File: src/rtl/core/sms_pkg.sv
// Shared types and constants for the sample mean / standard deviation block.
package sms_pkg;

  // Field and accumulator widths
  localparam int SAMPLE_W = 16;
  localparam int CNT_W    = 11;
  localparam int SUM_W    = 26;
  localparam int SQ_W     = 42;
  localparam int PROD_W   = 32;
  localparam int FRAC_W   = 8;
  localparam int OUT_W    = 24;

  // Datapath widths of the shared unit
  localparam int ACC_W    = 53;  // holds n*sumsq and the variance numerator
  localparam int DEN_W    = 20;  // n*(n-1) for n up to 1024
  localparam int DSH_W    = DEN_W + 1;
  localparam int Q_W      = 48;  // scaled variance quotient
  localparam int STEP_W   = 7;

  // Set size limits
  localparam logic [CNT_W-1:0] SET_SIZE_MIN   = 11'd10;
  localparam logic [CNT_W-1:0] SET_SIZE_MAX   = 11'd1024;
  localparam logic [CNT_W-1:0] SET_SIZE_RESET = 11'd200;

  // Iteration counts per phase, loaded as count minus one
  localparam logic [STEP_W-1:0] DEN_STEPS  = 7'd10;  // 11 multiplier bits
  localparam logic [STEP_W-1:0] MDIV_STEPS = 7'd33;  // 34 dividend bits
  localparam logic [STEP_W-1:0] MUL_STEPS  = 7'd10;  // 11 multiplier bits
  localparam logic [STEP_W-1:0] SUB_STEPS  = 7'd25;  // 26 multiplier bits
  localparam logic [STEP_W-1:0] VDIV_STEPS = 7'd68;  // 53 numerator + 16 fraction bits
  localparam logic [STEP_W-1:0] SQRT_STEPS = 7'd23;  // 24 root bits

  // Sequencer states
  typedef enum logic [3:0] {
    ST_IDLE,
    ST_ACC,
    ST_DEN,
    ST_MDIV,
    ST_MUL,
    ST_SUB,
    ST_VDIV,
    ST_SQRT,
    ST_OUT
  } state_t;

endpackage

File: src/rtl/core/sample_mean_stddev.sv
// Per-set mean and sample standard deviation over unsigned depth samples.
//
// Input channel (in_valid/in_ready) carries one 16-bit sample and a restart
// flag per word. Each accepted word is folded into a count, a sum and a sum
// of squares in the cycle after it is taken, and the block takes no new
// word while it folds one in. When the count reaches the set size K (cfg
// register, clamped to 10..1024, reset value 200), a sequencer drives one
// shared 53-bit add/subtract unit through: n*(n-1), mean division,
// n*sumsq, minus sum^2, variance division with 16 fraction bits and an
// integer square root. A closing word thus keeps the block busy through
// every phase before out_valid rises; those iterations through the shared
// adder set the rate.
// Results go out on out_valid/out_ready from an output register; the block
// keeps taking samples while a result waits, and holds a new result in the
// sequencer until the old one is taken. Restart clears the set in progress
// before the word is counted. Synchronous reset clears the accumulators,
// the output valid flag and loads the default set size.
module sample_mean_stddev (
  input  logic                       clk,
  input  logic                       rst_n,
  input  logic                       in_valid,
  output logic                       in_ready,
  input  logic [sms_pkg::SAMPLE_W-1:0] in_sample,
  input  logic                       in_restart,
  output logic                       out_valid,
  input  logic                       out_ready,
  output logic [sms_pkg::OUT_W-1:0]  out_mean_fixed,
  output logic [sms_pkg::OUT_W-1:0]  out_stddev_fixed,
  input  logic                       cfg_wr_en,
  input  logic [sms_pkg::CNT_W-1:0]  cfg_wr_data
);

  sms_pkg::state_t state_r, state_nxt;

  // Configuration and accumulators
  logic [sms_pkg::CNT_W-1:0]    set_size_r;
  logic [sms_pkg::CNT_W-1:0]    count_r, count_nxt;
  logic [sms_pkg::SUM_W-1:0]    sum_r, sum_nxt;
  logic [sms_pkg::SQ_W-1:0]     sq_r, sq_nxt;

  // Captured input word
  logic [sms_pkg::SAMPLE_W-1:0] sample_r, sample_nxt;
  logic                         restart_r, restart_nxt;

  // Shared-unit working registers
  logic [sms_pkg::ACC_W-1:0]    acc_r, acc_nxt;
  logic [sms_pkg::ACC_W-1:0]    mcand_r, mcand_nxt;
  logic [sms_pkg::SUM_W-1:0]    mplier_r, mplier_nxt;
  logic [sms_pkg::DEN_W-1:0]    den_r, den_nxt;
  logic [sms_pkg::DEN_W-1:0]    rem_r, rem_nxt;
  logic [sms_pkg::Q_W-1:0]      q_r, q_nxt;
  logic [sms_pkg::Q_W-1:0]      rad_r, rad_nxt;
  logic [sms_pkg::Q_W-1:0]      root_r, root_nxt;
  logic [sms_pkg::Q_W-1:0]      bit_r, bit_nxt;
  logic [sms_pkg::STEP_W-1:0]   step_r, step_nxt;
  logic [sms_pkg::OUT_W-1:0]    mean_r, mean_nxt;

  // Output register
  logic                         out_valid_r, out_valid_nxt;
  logic [sms_pkg::OUT_W-1:0]    out_mean_r, out_mean_nxt;
  logic [sms_pkg::OUT_W-1:0]    out_std_r, out_std_nxt;

  // Shared add/subtract unit
  logic                         alu_sub;
  logic [sms_pkg::ACC_W-1:0]    alu_a, alu_b;
  logic [sms_pkg::ACC_W:0]      alu_res;
  logic                         alu_ok;

  // Helpers
  logic [sms_pkg::CNT_W-1:0]    eff_k;
  logic [sms_pkg::PROD_W-1:0]   sample_sq;
  logic [sms_pkg::DSH_W-1:0]    div_shift;
  logic [sms_pkg::Q_W-1:0]      q_shift;
  logic [sms_pkg::CNT_W-1:0]    count_base;
  logic [sms_pkg::SUM_W-1:0]    sum_base;
  logic [sms_pkg::SQ_W-1:0]     sq_base;
  logic                         last_step;

  assign in_ready         = (state_r == sms_pkg::ST_IDLE);
  assign out_valid        = out_valid_r;
  assign out_mean_fixed   = out_mean_r;
  assign out_stddev_fixed = out_std_r;

  // Clamp the configured set size
  always_comb begin
    if (set_size_r < sms_pkg::SET_SIZE_MIN) begin
      eff_k = sms_pkg::SET_SIZE_MIN;
    end else if (set_size_r > sms_pkg::SET_SIZE_MAX) begin
      eff_k = sms_pkg::SET_SIZE_MAX;
    end else begin
      eff_k = set_size_r;
    end
  end

  assign sample_sq = {{(sms_pkg::PROD_W-sms_pkg::SAMPLE_W){1'b0}}, sample_r} *
                     {{(sms_pkg::PROD_W-sms_pkg::SAMPLE_W){1'b0}}, sample_r};

  // Division: partial remainder with next dividend bit; quotient shift
  assign div_shift = {rem_r, acc_r[sms_pkg::ACC_W-1]};
  assign q_shift   = {q_r[sms_pkg::Q_W-2:0], alu_ok};
  assign last_step = (step_r == '0);

  // Operand select for the shared unit
  always_comb begin
    alu_a   = '0;
    alu_b   = '0;
    alu_sub = 1'b0;
    case (state_r)
      sms_pkg::ST_DEN, sms_pkg::ST_MUL: begin
        alu_a = acc_r;
        alu_b = mplier_r[0] ? mcand_r : '0;
      end
      sms_pkg::ST_SUB: begin
        alu_a   = acc_r;
        alu_b   = mplier_r[0] ? mcand_r : '0;
        alu_sub = 1'b1;
      end
      sms_pkg::ST_MDIV: begin
        alu_a   = {{(sms_pkg::ACC_W-sms_pkg::DSH_W){1'b0}}, div_shift};
        alu_b   = {{(sms_pkg::ACC_W-sms_pkg::CNT_W){1'b0}}, count_r};
        alu_sub = 1'b1;
      end
      sms_pkg::ST_VDIV: begin
        alu_a   = {{(sms_pkg::ACC_W-sms_pkg::DSH_W){1'b0}}, div_shift};
        alu_b   = {{(sms_pkg::ACC_W-sms_pkg::DEN_W){1'b0}}, den_r};
        alu_sub = 1'b1;
      end
      sms_pkg::ST_SQRT: begin
        alu_a   = {{(sms_pkg::ACC_W-sms_pkg::Q_W){1'b0}}, rad_r};
        alu_b   = {{(sms_pkg::ACC_W-sms_pkg::Q_W){1'b0}}, root_r | bit_r};
        alu_sub = 1'b1;
      end
      default: begin
        alu_a   = '0;
        alu_b   = '0;
        alu_sub = 1'b0;
      end
    endcase
  end

  // One adder; in subtract mode the carry out means no borrow
  assign alu_res = {1'b0, alu_a} + {1'b0, alu_b ^ {sms_pkg::ACC_W{alu_sub}}} +
                   {{sms_pkg::ACC_W{1'b0}}, alu_sub};
  assign alu_ok  = alu_res[sms_pkg::ACC_W];

  // Accumulator bases after an optional restart
  assign count_base = restart_r ? '0 : count_r;
  assign sum_base   = restart_r ? '0 : sum_r;
  assign sq_base    = restart_r ? '0 : sq_r;

  // Sequencer: next state and datapath
  always_comb begin
    state_nxt     = state_r;
    count_nxt     = count_r;
    sum_nxt       = sum_r;
    sq_nxt        = sq_r;
    sample_nxt    = sample_r;
    restart_nxt   = restart_r;
    acc_nxt       = acc_r;
    mcand_nxt     = mcand_r;
    mplier_nxt    = mplier_r;
    den_nxt       = den_r;
    rem_nxt       = rem_r;
    q_nxt         = q_r;
    rad_nxt       = rad_r;
    root_nxt      = root_r;
    bit_nxt       = bit_r;
    step_nxt      = step_r;
    mean_nxt      = mean_r;
    out_mean_nxt  = out_mean_r;
    out_std_nxt   = out_std_r;
    out_valid_nxt = out_valid_r && !out_ready;

    case (state_r)
      sms_pkg::ST_IDLE: begin
        if (in_valid) begin
          sample_nxt  = in_sample;
          restart_nxt = in_restart;
          state_nxt   = sms_pkg::ST_ACC;
        end
      end

      // Fold the word into the running set
      sms_pkg::ST_ACC: begin
        count_nxt = count_base + 1'b1;
        sum_nxt   = sum_base + {{(sms_pkg::SUM_W-sms_pkg::SAMPLE_W){1'b0}}, sample_r};
        sq_nxt    = sq_base + {{(sms_pkg::SQ_W-sms_pkg::PROD_W){1'b0}}, sample_sq};
        if (count_nxt >= eff_k) begin
          acc_nxt    = '0;
          mcand_nxt  = {{(sms_pkg::ACC_W-sms_pkg::CNT_W){1'b0}}, count_nxt};
          mplier_nxt = {{(sms_pkg::SUM_W-sms_pkg::CNT_W){1'b0}}, count_nxt - 1'b1};
          step_nxt   = sms_pkg::DEN_STEPS;
          state_nxt  = sms_pkg::ST_DEN;
        end else begin
          state_nxt = sms_pkg::ST_IDLE;
        end
      end

      // Shift-add multiply steps (shift-subtract in the sub phase); den phase ends by loading the mean division
      sms_pkg::ST_DEN, sms_pkg::ST_MUL, sms_pkg::ST_SUB: begin
        acc_nxt    = alu_res[sms_pkg::ACC_W-1:0];
        mcand_nxt  = {mcand_r[sms_pkg::ACC_W-2:0], 1'b0};
        mplier_nxt = {1'b0, mplier_r[sms_pkg::SUM_W-1:1]};
        step_nxt   = step_r - 1'b1;
        if (last_step) begin
          case (state_r)
            sms_pkg::ST_DEN: begin
              den_nxt   = alu_res[sms_pkg::DEN_W-1:0];
              acc_nxt   = {sum_r, {(sms_pkg::ACC_W-sms_pkg::SUM_W){1'b0}}};
              rem_nxt   = '0;
              q_nxt     = '0;
              step_nxt  = sms_pkg::MDIV_STEPS;
              state_nxt = sms_pkg::ST_MDIV;
            end
            sms_pkg::ST_MUL: begin
              mcand_nxt  = {{(sms_pkg::ACC_W-sms_pkg::SUM_W){1'b0}}, sum_r};
              mplier_nxt = sum_r;
              step_nxt   = sms_pkg::SUB_STEPS;
              state_nxt  = sms_pkg::ST_SUB;
            end
            default: begin
              rem_nxt   = '0;
              q_nxt     = '0;
              step_nxt  = sms_pkg::VDIV_STEPS;
              state_nxt = sms_pkg::ST_VDIV;
            end
          endcase
        end
      end

      // Restoring division, one quotient bit per cycle
      sms_pkg::ST_MDIV, sms_pkg::ST_VDIV: begin
        rem_nxt  = alu_ok ? alu_res[sms_pkg::DEN_W-1:0] : div_shift[sms_pkg::DEN_W-1:0];
        q_nxt    = q_shift;
        acc_nxt  = {acc_r[sms_pkg::ACC_W-2:0], 1'b0};
        step_nxt = step_r - 1'b1;
        if (last_step) begin
          if (state_r == sms_pkg::ST_MDIV) begin
            mean_nxt   = q_shift[sms_pkg::OUT_W-1:0];
            acc_nxt    = '0;
            mcand_nxt  = {{(sms_pkg::ACC_W-sms_pkg::SQ_W){1'b0}}, sq_r};
            mplier_nxt = {{(sms_pkg::SUM_W-sms_pkg::CNT_W){1'b0}}, count_r};
            step_nxt   = sms_pkg::MUL_STEPS;
            state_nxt  = sms_pkg::ST_MUL;
          end else begin
            rad_nxt   = q_shift;
            root_nxt  = '0;
            bit_nxt   = {2'b01, {(sms_pkg::Q_W-2){1'b0}}};
            step_nxt  = sms_pkg::SQRT_STEPS;
            state_nxt = sms_pkg::ST_SQRT;
          end
        end
      end

      // Digit-by-digit integer square root
      sms_pkg::ST_SQRT: begin
        if (alu_ok) begin
          rad_nxt  = alu_res[sms_pkg::Q_W-1:0];
          root_nxt = {1'b0, root_r[sms_pkg::Q_W-1:1]} | bit_r;
        end else begin
          root_nxt = {1'b0, root_r[sms_pkg::Q_W-1:1]};
        end
        bit_nxt  = {2'b00, bit_r[sms_pkg::Q_W-1:2]};
        step_nxt = step_r - 1'b1;
        if (last_step) begin
          state_nxt = sms_pkg::ST_OUT;
        end
      end

      // Hand the result to the output register once it is free
      sms_pkg::ST_OUT: begin
        if (!out_valid_r || out_ready) begin
          out_valid_nxt = 1'b1;
          out_mean_nxt  = mean_r;
          out_std_nxt   = root_r[sms_pkg::OUT_W-1:0];
          count_nxt     = '0;
          sum_nxt       = '0;
          sq_nxt        = '0;
          state_nxt     = sms_pkg::ST_IDLE;
        end
      end

      default: begin
        state_nxt = sms_pkg::ST_IDLE;
      end
    endcase
  end

  // State register
  always_ff @(posedge clk) begin
    if (!rst_n) begin
      state_r <= sms_pkg::ST_IDLE;
    end else begin
      state_r <= state_nxt;
    end
  end

  // Control and accumulator registers
  always_ff @(posedge clk) begin
    if (!rst_n) begin
      set_size_r  <= sms_pkg::SET_SIZE_RESET;
      count_r     <= '0;
      sum_r       <= '0;
      sq_r        <= '0;
      out_valid_r <= 1'b0;
    end else begin
      if (cfg_wr_en) begin
        set_size_r <= cfg_wr_data;
      end
      count_r     <= count_nxt;
      sum_r       <= sum_nxt;
      sq_r        <= sq_nxt;
      out_valid_r <= out_valid_nxt;
    end
  end

  // Payload and working registers
  always_ff @(posedge clk) begin
    sample_r   <= sample_nxt;
    restart_r  <= restart_nxt;
    acc_r      <= acc_nxt;
    mcand_r    <= mcand_nxt;
    mplier_r   <= mplier_nxt;
    den_r      <= den_nxt;
    rem_r      <= rem_nxt;
    q_r        <= q_nxt;
    rad_r      <= rad_nxt;
    root_r     <= root_nxt;
    bit_r      <= bit_nxt;
    step_r     <= step_nxt;
    mean_r     <= mean_nxt;
    out_mean_r <= out_mean_nxt;
    out_std_r  <= out_std_nxt;
  end

endmodule

File: config.mk
export PLATFORM = sky130hd
export DESIGN_NAME = sample_mean_stddev
export DESIGN_NICKNAME = d
export VERILOG_FILES = /design/src/rtl/core/sms_pkg.sv /design/src/rtl/core/sample_mean_stddev.sv
export SDC_FILE = /design/constraint.sdc
export NUM_CORES = 2
export LEC_CHECK = 0
export ABC_CLOCK_PERIOD_IN_PS = 17000
export BUFFER_PORTS_ARGS = -buffer_cell sky130_fd_sc_hd__buf_2
export CAP_MARGIN = 20
export CORE_MARGIN = 10
export CORE_UTILIZATION = 45
export CTS_CLUSTER_DIAMETER = 120
export CTS_CLUSTER_SIZE = 8
export DETAILED_ROUTE_END_ITERATION = 7
export HOLD_SLACK_MARGIN = 0.02
export PLACE_DENSITY = 0.72
export SLEW_MARGIN = 5
export SYNTH_ARGS = -nofsm -noshare
export SYNTH_HDL_FRONTEND = slang
export SYNTH_SLANG_ARGS = --single-unit
File: constraint.sdc
create_clock -name clk -period 17 [get_ports clk]
set_input_delay 3.4 -clock clk [delete_from_list [all_inputs] [get_ports clk]]
set_output_delay 3.4 -clock clk [all_outputs]
set_load 0.005 [all_outputs]
==> metrics.yaml <==
logic_synthesis:
  yosys.area_share.simple: 0.137
  synth-main-ff-cell: "edfxtp_1"
  synth.most_common_cell: "nand2_1"
  synth_nets: 3900
  synth_cell_type_count: 95
  ys_seq_area_frac: 0.417
  synthArstFlopShare: 0
  synthAdderAreaFrac: 0.175
  synth_edf_count: 434
  synth_top_cell_area_share: 0.364
  synth_seq_cells: 529
  synth_commonest_cells: "nand2_1 (435), edfxtp_1 (434), inv_1 (368)"
  yosys-top-cells-area: "edfxtp_1 (36%), fa_1 (11%), ha_1 (6.5%)"
  synth_top_family_by_area: "adder cells"
  synth.area.mux_share: 0.00846
  ys_warn_count: 0
  yosys.area.top_type: "edfxtp_1"
  synth-xor-area-share: 0.0406
  syn-cell-area_sq_um: 35800
  synth_compound_area_frac: 0.161
  synthCells: 3484
  syn_avg_cell_area_sq_um: 10.3
floorplan:
  fp.dieArea_sq_um: 91200
  core_area_sq_um: 78900
  pin_count: 83
  dieHeight_microns: 302
  die_w_microns: 302
  fp-row-count: 103
  start_util: 0.454
critical_path:
  critPathKind: "flip-flop to flip-flop"
  critPathArrivalTime_ps: 7610
  critPathMostFrequentCell: "buf_4"
  max_stage_delay_ps: 900
  cp-end-kind: "flip-flop"
  crit_chain: "and4b_4 > buf_4 > buf_4 > and2_1 > a311o_1 > xnor2_1 > ha_1 > and4_1 > nand3_1 > or4_1 > o32ai_4 > o21bai_4 > buf_4 > a21boi_4 > buf_4"
  cp_max_fo: 66
  slowest_stage: "dfxtp_1"
  start_kind: "flip-flop"
  required_ps: 17250
grt:
  groute.usage.overall: 0.204
  antenna_found_initial: 1
  grt_pass1_vias: 26300
  grt_pass1_wl_mm: 149
  grt_max_degree: 88
  grt_overflow_total: 0
cts:
  cts_root_buffer: "clkbuf_16"
  insertion_delay_ps: 640
  clkTransAtPathRegs_ps: 60
  cts_tree: "yes"
  numCtsBuffers: 76
  htreeDepth: 3
  cts.repair.resized: 0
  cts_sinks: 529
  clock_path_buffers: 3
  cts_setup_buffers: 0
  holdBufCountCts: 0
sta:
  hold_viol: 0
  fin_skew_ps: 29.6
  worst_pin_slew_ps: 1120
  finalCriticalPeriod_ps: 7360
  fmax_mhz: 136
  grt_setup_unrepaired: "no"
  slew-limit-headroom: 0.255
  slew_violations: 0
  finalSetupViolations: 0
  setup_tns_ps: 0
  period_share: 0.433
drt:
  drc: 0
  drt.antenna.violating_nets: 0
  routed_wl_mm: 94.0
  vias: 26500
  routed_via_density: 5.79
  drt_iter0_drc: 2581
  drt-wirelength-per-cell_microns: 20.5
  first_pass_iters: 7
place:
  portBuffers: 82
  dp_hpwl_mm: 65.6
  dp_cells: 4463
  gp_congestion: 0.919
  place_area_sq_um: 37100
cells_and_area:
  final_cells: 4583
  drive_above_1_share: 0.0790
  nets: 3910
  area_delta_synth_final_pct: 10.1
  design_area_sq_um: 39400
power_and_ir_drop:
  p_leak_nw: 16.3
  total_power_mw: 5.26
  power_density_nw_per_um2: 134
  peakVddDrop_uv: 253
job:
  cap_violations: 0
outcome:
  status: "completed"
worst_hold_path:
  hold_path_class: "flip-flop to flip-flop"
layout by cell type, fill, tap and decap left out, drive strengths merged, types with 20 or more instances in the layout:
| cell | count |
|---|---|
| xor2 | 85 |
| nor3 | 24 |
| nor2 | 85 |
| clkbuf | 108 |
| a21oi | 161 |
| fa | 196 |
| o21ai | 184 |
| edfxtp | 434 |
| a22o | 89 |
| a21o | 78 |
| a21boi | 31 |
| a222oi | 30 |
| dfxtp | 95 |
| and2 | 173 |
| inv | 374 |
| nand3 | 83 |
| o21a | 27 |
| nand2 | 435 |
| nand2b | 22 |
| o21bai | 20 |
| nand4 | 23 |
| a22oi | 39 |
| and3 | 33 |
| xnor2 | 79 |
| ha | 187 |
| buf | 122 |
| nor2b | 84 |
registers in the layout, indices dropped and copies added, names as in the netlist:
| register | cells |
|---|---|
| acc_r | 53 |
| mcand_r | 53 |
| rad_r | 48 |
| q_r | 47 |
| root_r | 47 |
| sq_r | 42 |
| mplier_r | 26 |
| sum_r | 26 |
| bit_r | 24 |
| mean_r | 24 |
| out_mean_fixed | 24 |
| out_stddev_fixed | 24 |
| den_r | 20 |
| rem_r | 20 |
| sample_r | 16 |
| count_r | 11 |
| set_size_r | 11 |
| step_r | 7 |
| state_r | 4 |
| out_valid | 1 |
| restart_r | 1 |
cell type report:
cell class	count	area, sq um
clock buffer	108	2030
multi-input combinational	2393	18800
clock inverter	7	166
antenna	2	5.00
inverter	372	1400
fill	7100	39500
tap	1050	1310
sequential	529	14900
timing repair buffer	122	733
routing by layer:
metal / part of all wire / track usage
met5: 0 / 0
met3: 0.076 / 0.0304
met4: 0.034 / 0.0768
met2: 0.46 / 0.331
met1: 0.43 / 0.276
critical path: cells and delay by family (launching register included):
kind | cells | cell delay (ps)
AO/OA/AOI/OAI | 4 | 1070
AND/OR/NAND/NOR | 5 | 2150
XOR/XNOR | 1 | 70
buffers and inverters | 4 | 2200
adder cells (fa/ha/maj) | 1 | 440
flip-flops | 1 | 900
per-stage QoR:
stage / hold slack, ps / setup slack, ps / utilization
4_1_cts: 416 / 9750 / 0.499
6_report: 416 / 9640 / 0.499
3_3_place_gp: 403 / 9960 / 0.471
5_1_grt: 422 / 9200 / 0.499
2_1_floorplan: 400 / 8990 / -
3_5_place_dp: 405 / 9760 / 0.471
report_power, final:
| part | switching, mW | internal [mW] | total [mW] |
|---|---|---|---|
| sequential | 0.0468 | 1.42 | 1.46 |
| clock | 0.592 | 0.832 | 1.42 |
| combinational | 1.37 | 1.00 | 2.37 |
kinds of logic (layout without fill, tap and decap cells):
logic type | after synthesis | in the layout
simple gates | 1004 | 1004
compound gates | 812 | 812
flops | 529 | 529
buf+inv | 562 | 609
fa+ha+maj | 384 | 384
other cells | 0 | 2
mux | 29 | 29
xor+xnor | 164 | 164
path summary, 6_finish.rpt:
path | end | depth (start not counted) | slack, ps | start
worst max-delay path | rad_r[20]$_DFFE_PP_ | 15 | 9640 | state_r[0]$_SDFFE_PN0P_
worst min register to register | out_mean_fixed[1]$_DFFE_PP_ | 0 | 420 | mean_r[1]$_DFFE_PP_
worst max register to register | rad_r[20]$_DFFE_PP_ | 15 | 9640 | state_r[0]$_SDFFE_PN0P_
worst min-delay path | out_mean_fixed[1]$_DFFE_PP_ | 0 | 420 | mean_r[1]$_DFFE_PP_
Power figures use the tool's default switching activity.
